### src/dmrg_pkg.sv
`default_nettype none

package dmrg_pkg;

  localparam int WordW  = 32;
  localparam int StateW = 64;

  localparam logic [WordW-1:0] MulOne = 32'd4294095429;
  localparam logic [WordW-1:0] MulTwo = 32'd4293977883;
  localparam logic [WordW-1:0] LcgMul = 32'd3571494541;
  localparam logic [WordW-1:0] LcgAdd = 32'd3753453877;

  localparam int SeedWords     = 5;
  localparam int SeedStepLimit = 32;
  localparam int PhaseW        = $clog2(SeedWords + 1);
  localparam int StepW         = $clog2(SeedStepLimit + 1);

  typedef enum logic [1:0] {
    OpDraw = 2'd0,
    OpSeed = 2'd1,
    OpLoad = 2'd2
  } opcode_e;

  typedef enum logic [1:0] {
    MacGenOne = 2'd0,
    MacGenTwo = 2'd1,
    MacLcg    = 2'd2
  } mac_sel_e;

endpackage

`default_nettype wire

### src/dmrg_if.sv
`default_nettype none

interface dmrg_in_if import dmrg_pkg::*; ();
  logic              valid;
  logic              ready;
  logic [1:0]        opcode;
  logic [WordW-1:0]  seed_value;
  logic [WordW-1:0]  load_word0;
  logic [WordW-1:0]  load_word1;
  logic [WordW-1:0]  load_word2;
  logic [WordW-1:0]  load_word3;

  modport source (
    output valid, opcode, seed_value, load_word0, load_word1, load_word2, load_word3,
    input  ready
  );
  modport sink (
    input  valid, opcode, seed_value, load_word0, load_word1, load_word2, load_word3,
    output ready
  );
endinterface

interface dmrg_out_if import dmrg_pkg::*; ();
  logic              valid;
  logic              ready;
  logic [StateW-1:0] random_value;
  logic [StateW-1:0] first_state;
  logic [StateW-1:0] second_state;

  modport source (
    output valid, random_value, first_state, second_state,
    input  ready
  );
  modport sink (
    input  valid, random_value, first_state, second_state,
    output ready
  );
endinterface

`default_nettype wire

### src/dmrg_mac.sv
`default_nettype none

module dmrg_mac import dmrg_pkg::*; (
  input  wire logic [WordW-1:0]  a_i,
  input  wire logic [WordW-1:0]  b_i,
  input  wire logic [WordW-1:0]  c_i,
  output logic      [StateW-1:0] p_o
);

  assign p_o = StateW'(a_i) * StateW'(b_i) + StateW'(c_i);

endmodule

`default_nettype wire

### src/dual_mwc_random_generator_unit.sv
// Combined multiply-with-carry random generator with a 64-bit result.
// in_i takes one command beat: draw, reseed from seed_value, or load both
// generator states from the four load words. out_o returns one beat per
// command: the draw (zero for other commands) and both states afterwards,
// which also serves to read the state back.
// One 32x32 multiply-add unit does every multiply step: first generator, second
// generator, or one LCG step of a reseed, one step a cycle.
// A draw steps the first generator, then the second, then sums them; a load or
// unused opcode goes straight to its result beat. A reseed runs 5 to 32 LCG
// steps (usually 5 or 6), then WARMUP_DRAWS warm-up draws. in_i.ready is low from
// accept until the result beat has been written to the output register,
// so no new command is taken while one is still in flight.
// Reset starts a reseed with seed 0 that produces no result beat; in_i.ready
// stays low for its duration.
// A stalled receiver holds the result in the output register; a following
// command is accepted and runs, then waits until the register frees.
`default_nettype none

module dual_mwc_random_generator_unit import dmrg_pkg::*; #(
  parameter int WARMUP_DRAWS = 13
) (
  input  wire logic   clk_i,
  input  wire logic   rst_ni,
  dmrg_in_if.sink     in_i,
  dmrg_out_if.source  out_o
);

  localparam int WarmW = (WARMUP_DRAWS > 1) ? $clog2(WARMUP_DRAWS) : 1;

  localparam logic [2:0] StIdle  = 3'd0;
  localparam logic [2:0] StDrawA = 3'd1;
  localparam logic [2:0] StDrawB = 3'd2;
  localparam logic [2:0] StSum   = 3'd3;
  localparam logic [2:0] StLcg   = 3'd4;
  localparam logic [2:0] StDone  = 3'd5;

  logic [2:0]        state_q, state_d;
  logic [StateW-1:0] g1_q, g1_d, g2_q, g2_d;
  logic [StateW-1:0] value_q, value_d;
  logic [WordW-1:0]  seed_q, seed_d, lcg_q, lcg_d;
  logic [PhaseW-1:0] phase_q, phase_d, phase_nx;
  logic [StepW-1:0]  steps_q, steps_d, steps_nx;
  logic [WarmW-1:0]  warm_q, warm_d;
  logic              seeding_q, seeding_d;
  logic              emit_q, emit_d;
  logic              out_valid_q, out_valid_d;
  logic [StateW-1:0] out_value_q, out_g1_q, out_g2_q;
  logic              out_load;

  mac_sel_e          mac_sel;
  logic [WordW-1:0]  mac_a, mac_b, mac_c, z_word;
  logic [StateW-1:0] mac_p;
  logic              accept, z_keep;

  assign accept = in_i.valid && in_i.ready;
  assign in_i.ready = (state_q == StIdle);

  always_comb begin
    mac_sel = MacGenOne;
    if (state_q == StDrawB) begin
      mac_sel = MacGenTwo;
    end else if (state_q == StLcg) begin
      mac_sel = MacLcg;
    end
  end

  always_comb begin
    case (mac_sel)
      MacGenOne: begin
        mac_a = g1_q[WordW-1:0];
        mac_b = MulOne;
        mac_c = g1_q[StateW-1:WordW];
      end
      MacGenTwo: begin
        mac_a = g2_q[WordW-1:0];
        mac_b = MulTwo;
        mac_c = g2_q[StateW-1:WordW];
      end
      MacLcg: begin
        mac_a = lcg_q + seed_q;
        mac_b = LcgMul;
        mac_c = LcgAdd;
      end
      default: begin
        mac_a = '0;
        mac_b = '0;
        mac_c = '0;
      end
    endcase
  end

  dmrg_mac u_mac (
    .a_i (mac_a),
    .b_i (mac_b),
    .c_i (mac_c),
    .p_o (mac_p)
  );

  assign z_word   = {1'b0, mac_p[WordW-2:0]};
  assign z_keep   = (mac_p[WordW-2:0] != '0);
  assign phase_nx = z_keep ? phase_q + PhaseW'(1) : phase_q;
  assign steps_nx = steps_q + StepW'(1);
  assign out_load = (state_q == StDone) && (!out_valid_q || out_o.ready);

  always_comb begin
    state_d   = state_q;
    g1_d      = g1_q;
    g2_d      = g2_q;
    value_d   = value_q;
    seed_d    = seed_q;
    lcg_d     = lcg_q;
    phase_d   = phase_q;
    steps_d   = steps_q;
    warm_d    = warm_q;
    seeding_d = seeding_q;
    emit_d    = emit_q;

    case (state_q)
      StIdle: begin
        if (accept) begin
          value_d   = '0;
          emit_d    = 1'b1;
          seeding_d = 1'b0;
          state_d   = StDone;
          case (in_i.opcode)
            OpDraw: begin
              state_d = StDrawA;
            end
            OpSeed: begin
              seed_d    = in_i.seed_value;
              lcg_d     = LcgAdd;
              phase_d   = '0;
              steps_d   = '0;
              g1_d      = '0;
              g2_d      = '0;
              seeding_d = 1'b1;
              state_d   = StLcg;
            end
            OpLoad: begin
              g1_d = {in_i.load_word0, in_i.load_word1};
              g2_d = {in_i.load_word2, in_i.load_word3};
            end
            default: begin
            end
          endcase
        end
      end
      StDrawA: begin
        g1_d    = mac_p;
        state_d = StDrawB;
      end
      StDrawB: begin
        g2_d = mac_p;
        if (!seeding_q) begin
          state_d = StSum;
        end else if (warm_q == WarmW'(WARMUP_DRAWS - 1)) begin
          state_d = StDone;
        end else begin
          warm_d  = warm_q + WarmW'(1);
          state_d = StDrawA;
        end
      end
      StSum: begin
        value_d = g1_q + {g2_q[WordW-1:0], g2_q[StateW-1:WordW]};
        state_d = StDone;
      end
      StLcg: begin
        lcg_d   = mac_p[WordW-1:0];
        steps_d = steps_nx;
        phase_d = phase_nx;
        if (z_keep) begin
          case (phase_q)
            PhaseW'(1): g2_d[WordW-1:0]      = z_word;
            PhaseW'(2): g1_d[WordW-1:0]      = z_word;
            PhaseW'(3): g2_d[StateW-1:WordW] = z_word;
            PhaseW'(4): g1_d[StateW-1:WordW] = z_word;
            default: begin
            end
          endcase
        end
        if (phase_nx == PhaseW'(SeedWords) || steps_nx == StepW'(SeedStepLimit)) begin
          lcg_d   = LcgAdd;
          phase_d = '0;
          steps_d = '0;
          warm_d  = '0;
          state_d = (WARMUP_DRAWS == 0) ? StDone : StDrawA;
        end
      end
      StDone: begin
        if (!emit_q || out_load) begin
          state_d = StIdle;
        end
      end
      default: begin
        state_d = StIdle;
      end
    endcase
  end

  always_comb begin
    out_valid_d = out_valid_q;
    if (out_valid_q && out_o.ready) begin
      out_valid_d = 1'b0;
    end
    if (out_load && emit_q) begin
      out_valid_d = 1'b1;
    end
  end

  always_ff @(posedge clk_i or negedge rst_ni) begin
    if (!rst_ni) begin
      state_q     <= StLcg;
      g1_q        <= '0;
      g2_q        <= '0;
      value_q     <= '0;
      seed_q      <= '0;
      lcg_q       <= LcgAdd;
      phase_q     <= '0;
      steps_q     <= '0;
      warm_q      <= '0;
      seeding_q   <= 1'b1;
      emit_q      <= 1'b0;
      out_valid_q <= 1'b0;
    end else begin
      state_q     <= state_d;
      g1_q        <= g1_d;
      g2_q        <= g2_d;
      value_q     <= value_d;
      seed_q      <= seed_d;
      lcg_q       <= lcg_d;
      phase_q     <= phase_d;
      steps_q     <= steps_d;
      warm_q      <= warm_d;
      seeding_q   <= seeding_d;
      emit_q      <= emit_d;
      out_valid_q <= out_valid_d;
    end
  end

  always_ff @(posedge clk_i) begin
    if (out_load && emit_q) begin
      out_value_q <= value_q;
      out_g1_q    <= g1_q;
      out_g2_q    <= g2_q;
    end
  end

  assign out_o.valid        = out_valid_q;
  assign out_o.random_value = out_value_q;
  assign out_o.first_state  = out_g1_q;
  assign out_o.second_state = out_g2_q;

  a_draw_starts: assert property (@(posedge clk_i) disable iff (!rst_ni)
    (accept && in_i.opcode == OpDraw) |=> (state_q == StDrawA))
    else $error("draw did not start the generator steps");

  a_load_state: assert property (@(posedge clk_i) disable iff (!rst_ni)
    (accept && in_i.opcode == OpLoad) |=>
      (g1_q == $past({in_i.load_word0, in_i.load_word1}) &&
       g2_q == $past({in_i.load_word2, in_i.load_word3})))
    else $error("load did not set both generator states");

  a_phase_bound: assert property (@(posedge clk_i) disable iff (!rst_ni)
    (phase_q <= PhaseW'(SeedWords) && steps_q <= StepW'(SeedStepLimit)))
    else $error("reseed counters out of range");

  a_seed_zero_value: assert property (@(posedge clk_i) disable iff (!rst_ni)
    (state_q == StDone && seeding_q) |-> (value_q == '0))
    else $error("reseed result carries a draw value");

endmodule

`default_nettype wire

### src/flat_wrapper.sv
// flat-port wrapper written by rule: the top's interface ports become plain ports
module dual_mwc_random_generator_unit_flat import dmrg_pkg::*;
#(
  parameter int WARMUP_DRAWS = 13
)
  (clk_i, rst_ni, in_i_valid, in_i_opcode, in_i_seed_value, in_i_load_word0, in_i_load_word1, in_i_load_word2, in_i_load_word3, in_i_ready, out_o_valid, out_o_random_value, out_o_first_state, out_o_second_state, out_o_ready);
  dmrg_in_if in_i_i ();
  dmrg_out_if out_o_i ();
  input  wire logic clk_i;
  input  wire logic rst_ni;
  input wire logic [$bits(in_i_i.valid)-1:0] in_i_valid;
  input wire logic [$bits(in_i_i.opcode)-1:0] in_i_opcode;
  input wire logic [$bits(in_i_i.seed_value)-1:0] in_i_seed_value;
  input wire logic [$bits(in_i_i.load_word0)-1:0] in_i_load_word0;
  input wire logic [$bits(in_i_i.load_word1)-1:0] in_i_load_word1;
  input wire logic [$bits(in_i_i.load_word2)-1:0] in_i_load_word2;
  input wire logic [$bits(in_i_i.load_word3)-1:0] in_i_load_word3;
  output wire logic [$bits(in_i_i.ready)-1:0] in_i_ready;
  output wire logic [$bits(out_o_i.valid)-1:0] out_o_valid;
  output wire logic [$bits(out_o_i.random_value)-1:0] out_o_random_value;
  output wire logic [$bits(out_o_i.first_state)-1:0] out_o_first_state;
  output wire logic [$bits(out_o_i.second_state)-1:0] out_o_second_state;
  input wire logic [$bits(out_o_i.ready)-1:0] out_o_ready;
  assign in_i_i.valid = in_i_valid;
  assign in_i_i.opcode = in_i_opcode;
  assign in_i_i.seed_value = in_i_seed_value;
  assign in_i_i.load_word0 = in_i_load_word0;
  assign in_i_i.load_word1 = in_i_load_word1;
  assign in_i_i.load_word2 = in_i_load_word2;
  assign in_i_i.load_word3 = in_i_load_word3;
  assign in_i_ready = in_i_i.ready;
  assign out_o_valid = out_o_i.valid;
  assign out_o_random_value = out_o_i.random_value;
  assign out_o_first_state = out_o_i.first_state;
  assign out_o_second_state = out_o_i.second_state;
  assign out_o_i.ready = out_o_ready;
  dual_mwc_random_generator_unit #(.WARMUP_DRAWS(WARMUP_DRAWS)) u_core (.clk_i(clk_i), .rst_ni(rst_ni), .in_i(in_i_i), .out_o(out_o_i));
endmodule
### config.mk
export PLATFORM = sky130hd
export DESIGN_NAME = dual_mwc_random_generator_unit_flat
export DESIGN_NICKNAME = d
export VERILOG_FILES = /design/src/dmrg_pkg.sv /design/src/dmrg_if.sv /design/src/dmrg_mac.sv /design/src/dual_mwc_random_generator_unit.sv /design/src/flat_wrapper.sv
export SDC_FILE = /design/constraint.sdc
export NUM_CORES = 2
export LEC_CHECK = 0
export ABC_CLOCK_PERIOD_IN_PS = 9760
export BUFFER_PORTS_ARGS = -buffer_cell sky130_fd_sc_hd__buf_2
export CORE_ASPECT_RATIO = 0.7
export CORE_MARGIN = 4
export CORE_UTILIZATION = 52
export CTS_BUF_LIST = sky130_fd_sc_hd__clkbuf_4
export DETAILED_ROUTE_END_ITERATION = 10
export HOLD_SLACK_MARGIN = 0.06
export PLACE_DENSITY = 0.73
export SLEW_MARGIN = 10
export SYNTH_ARGS = -nofsm -noshare
export SYNTH_HDL_FRONTEND = slang
export SYNTH_SLANG_ARGS = --single-unit
### constraint.sdc
create_clock -name clk_i -period 9.76 [get_ports clk_i]
set_input_delay 0.976 -clock clk_i [delete_from_list [all_inputs] [get_ports clk_i]]
set_output_delay 0.976 -clock clk_i [all_outputs]
set_load 0.02 [all_outputs]
==> results.py <==
metrics = {
    "synthesis": {
        "synth-simple-area-share_pct": 7.402,
        "synthAdderAreaFrac_pct": 41.62,
        "synth_ff_type": "dfrtp_1",
        "async_flop_share_pct": 58.89,
        "synth_seq_cells": 467,
        "synthCells": 4763,
        "syn_avg_cell_area_um2": 10.60,
        "synth.top_cell.area_share_pct": 30.57,
        "yosysSeqAreaShare_pct": 25.10,
        "synth.lib_cells_used.distinct": 94,
        "synth_top_area_cell": "fa_1",
        "yosys-top-cells-area": "fa_1 31%, dfrtp_1 13%, edfxtp_1 11%",
        "synth-edff-count": 192,
        "synth_xor_area_share_pct": 2.446,
        "synth_compound_area_share_pct": 11.48,
        "synth_top_family_by_area": "adder cells",
        "synth_area_um2": 50490,
        "synth.mux.area_fraction_pct": 3.432,
        "synth.net_count": 6146,
        "ys_warn_count": 0,
    },
    "critical_path": {
        "cp_slowest_cell": "fa_1",
        "crit_buf_inv": 10,
        "end_kind": "register",
        "crit_type": "register to register",
        "r2r_slack_ps": -920,
        "critical_path.most_common_cell": "fa_1",
        "critPathMaxFanout": 8,
        "required_ps": 10540,
        "crit_path_start_kind": "register",
        "crit_family": "adder cells",
        "slowest_delay_ps": 600,
        "cp.arrival_ps": 11460,
    },
    "sta": {
        "tightest_slew_ps": 1212,
        "max_freq_ghz": 0.09362,
        "post-route-period-util_pct": 109.4,
        "clock_skew_ps": 70.53,
        "layout_setup_ws_ps": -921.7,
        "final_max_slew_viol_count": 0,
        "final_hold_viol_count": 0,
        "grt_setup_unrepaired": "true",
        "setup_violations": 175,
        "relSlewSlack_pct": 18.89,
        "min_period_ps": 10680,
    },
    "placement": {
        "io_buffer_count": 359,
        "gp_congestion": 1.060,
        "dpl-instance-area_um2": 59430,
        "dp_hpwl_um": 174800,
    },
    "floorplanning": {
        "start_util_pct": 52.50,
        "dieArea_um2": 102200,
        "io_pins": 360,
        "die_h_um": 268.7,
        "dieWidth_um": 380.4,
        "row_count": 95,
        "core_area_um2": 96160,
    },
    "job": {
        "maxCapViolCount": 0,
    },
    "clocking": {
        "numCtsBuffers": 102,
        "cts_max_level": 3,
        "cts-root-buf": "clkbuf_4",
        "tritoncts": "yes",
        "cts_sinks": 467,
        "clk_latency_ps": 930,
        "cts.clk_slew.worst_paths_ps": 110,
        "cts_buffer_depth": 3,
    },
    "final_layout": {
        "fin_nets": 7277,
        "multiInputGateArea_um2": 34680,
        "syn_to_final_growth_pct": 23.71,
        "design_area_um2": 62460,
        "drive_gt1_share_pct": 28.63,
        "nFillCells": 7715,
        "regArea_um2": 12680,
    },
    "route": {
        "vias": 42820,
        "routed_wirelength_um": 205800,
        "wl_per_cell_um": 28.39,
        "drc": 0,
        "final_antenna_net_count": 0,
        "drt_first_iter_violations": 5415,
        "vias_per_cell": 5.908,
        "dr.pass1.iters": 8,
    },
    "global_route": {
        "grt_max_degree": 157,
        "grt_pass1_wl_um": 294500,
        "antenna_found_initial": 8,
        "grt_pass1_vias": 42830,
        "grt_usage_pct": 40.05,
        "grt_overflow": 0,
    },
    "status": {
        "status": "finished with violations",
        "violations": "negative setup slack",
    },
    "hold_path": {
        "hold_class": "input port to register",
    },
}
## worst reg2reg max path, delay by kind of cell (launching register included)
family | cells | cell delay (ps)
xor+xnor | 2 | 270
simple gates | 7 | 1780
compound gates | 11 | 1930
mux | 1 | 300
fa+ha+maj | 11 | 4840
buf+inv | 10 | 870
flops | 1 | 560
## layout make-up
class                      instances  share of cell area [%]
multi-input combinational       3180                   55.53
sequential                       467                   20.30
timing repair buffer            1170                   13.60
inverter                         973                   5.847
tap                             1261                   2.526
clock buffer                     164                   1.971
clock inverter                    26                  0.1983
antenna                            7                 0.02805
## cells by family (layout without fill, tap and decap cells)
| logic type | count (synthesis) | after routing |
|---|---|---|
| adder cells (fa/ha/maj) | 1217 | 1217 |
| buffers and inverters | 1118 | 2333 |
| AO/OA/AOI/OAI | 871 | 873 |
| AND/OR/NAND/NOR | 803 | 803 |
| flip-flops | 467 | 467 |
| multiplexers | 146 | 146 |
| XOR/XNOR | 141 | 141 |
| other | 0 | 7 |
## routing by layer
metal  vias to the layer above  track usage, %  part of all wire [%]
li1                      18010               -                     -
met1                     21480           57.18                    41
met2                      2852           56.33                    41
met3                       475           14.48                    14
met4                         6           14.68                   4.4
met5                         -               0                 0.055
## layout by cell type (no fill, tap or decap), types with 18 or more instances in the layout
cell type and instances:
o21ai_1 39, and2_1 28, xor2_1 67, nand2_1 326, a22oi_1 19, dfstp_2 21, a22o_1 52, edfxtp_1 192
inv_1 959, a21oi_1 155, a21o_1 89, a222oi_1 21, mux2_2 87, nand4_1 27, a31oi_1 24, clkbuf_4 164
fa_1 762, o21bai_1 23, clkinv_1 18, nand3_1 43, o211ai_1 18, nor3_1 31, and3_1 34, ha_1 431
buf_4 753, buf_12 23, nand2b_1 40, xnor2_1 62, dfrtp_1 251, o21ai_0 178, buf_2 358, o21ai_2 23
mux2_4 40, a21oi_2 25, nor2_1 162
## state kept, by name, summed over array words and instances (netlist names)
signal                     cells
u_core.warm_q                  4
u_core.steps_q                 6
u_core.emit_q                  1
u_core.g1_q                   64
u_core.out_o.first_state      64
u_core.lcg_q                  32
u_core.seeding_q               1
u_core.out_o.random_value     64
u_core.value_q                64
u_core.out_o.valid             1
u_core.g2_q                   64
u_core.state_q                 3
u_core.phase_q                 3
u_core.out_o.second_state     64
u_core.seed_q                 32
## timing repair
item                                    4_1_cts  5_1_grt
hold buffers                                  1        0
pin swaps                                    63       36
endpoints found under the setup margin      175      175
buffers inserted                             36       13
endpoints found under the hold margin         5        0
cloned                                       10        3
resized for setup                           173      105
## Yosys cell counts, types with 8 or more instances
| library cell | number |
|---|---|
| buf_2 | 17 |
| nor3_1 | 32 |
| a211oi_1 | 19 |
| mux2i_1 | 19 |
| o21ai_0 | 238 |
| xnor2_1 | 69 |
| and3_1 | 37 |
| nand3_1 | 47 |
| o31ai_1 | 10 |
| a21o_1 | 89 |
| nand2_1 | 338 |
| o211ai_1 | 18 |
| ha_1 | 446 |
| nor2b_1 | 20 |
| o22a_1 | 17 |
| clkbuf_1 | 113 |
| o22ai_1 | 16 |
| a22oi_1 | 19 |
| nor4_1 | 8 |
| nand4_1 | 27 |
| a31oi_1 | 30 |
| o21bai_1 | 25 |
| a222oi_1 | 21 |
| mux2_2 | 96 |
| a221oi_1 | 20 |
| a21oi_1 | 185 |
| mux2_4 | 30 |
| a22o_1 | 52 |
| dfstp_2 | 21 |
| and2_1 | 28 |
| inv_1 | 973 |
| nand2b_1 | 41 |
| dfrtp_1 | 254 |
| fa_1 | 771 |
| xor2_1 | 72 |
| edfxtp_1 | 192 |
| nor2_1 | 173 |
| o21a_1 | 17 |
| a221o_1 | 17 |
## per-stage QoR
| stage | util [%] | instances | hold WS [ps] | setup WS [ps] | setup TNS (ps) |
|---|---|---|---|---|---|
| 3_5_place_dp | 61.81 | 6995 | 431.6 | -1269 | -180950 |
| 5_1_grt | 64.95 | 7246 | 267.7 | -1101 | -168180 |
| 3_3_place_gp | 61.81 | 6995 | 428.5 | -1205 | -161220 |
| 6_report | 64.95 | 7248 | 277.8 | -921.7 | -132610 |
| 4_1_cts | 64.46 | 7229 | 234.6 | -780.5 | -112600 |
| 2_1_floorplan | - | 4763 | 424.8 | -275.0 | -15950 |
## path summary, 6_finish.rpt
path / to / depth (start not counted) / from
worst min-delay path: u_core.seed_q[8] / 2 / in_i_seed_value[8]
worst max-delay path: u_core.g1_q[60] / 42 / u_core.lcg_q[0]
max in group asynchronous: u_core.value_q[4] / 4 / rst_ni
min in group asynchronous: u_core.seed_q[6] / 2 / rst_ni
worst max register to register: u_core.g1_q[60] / 42 / u_core.lcg_q[0]
worst min register to register: u_core.out_o.random_value[55] / 0 / u_core.value_q[55]
Power is not shown: default switching activity piles up to over one toggle a cycle in this logic, so the estimate is an artifact.
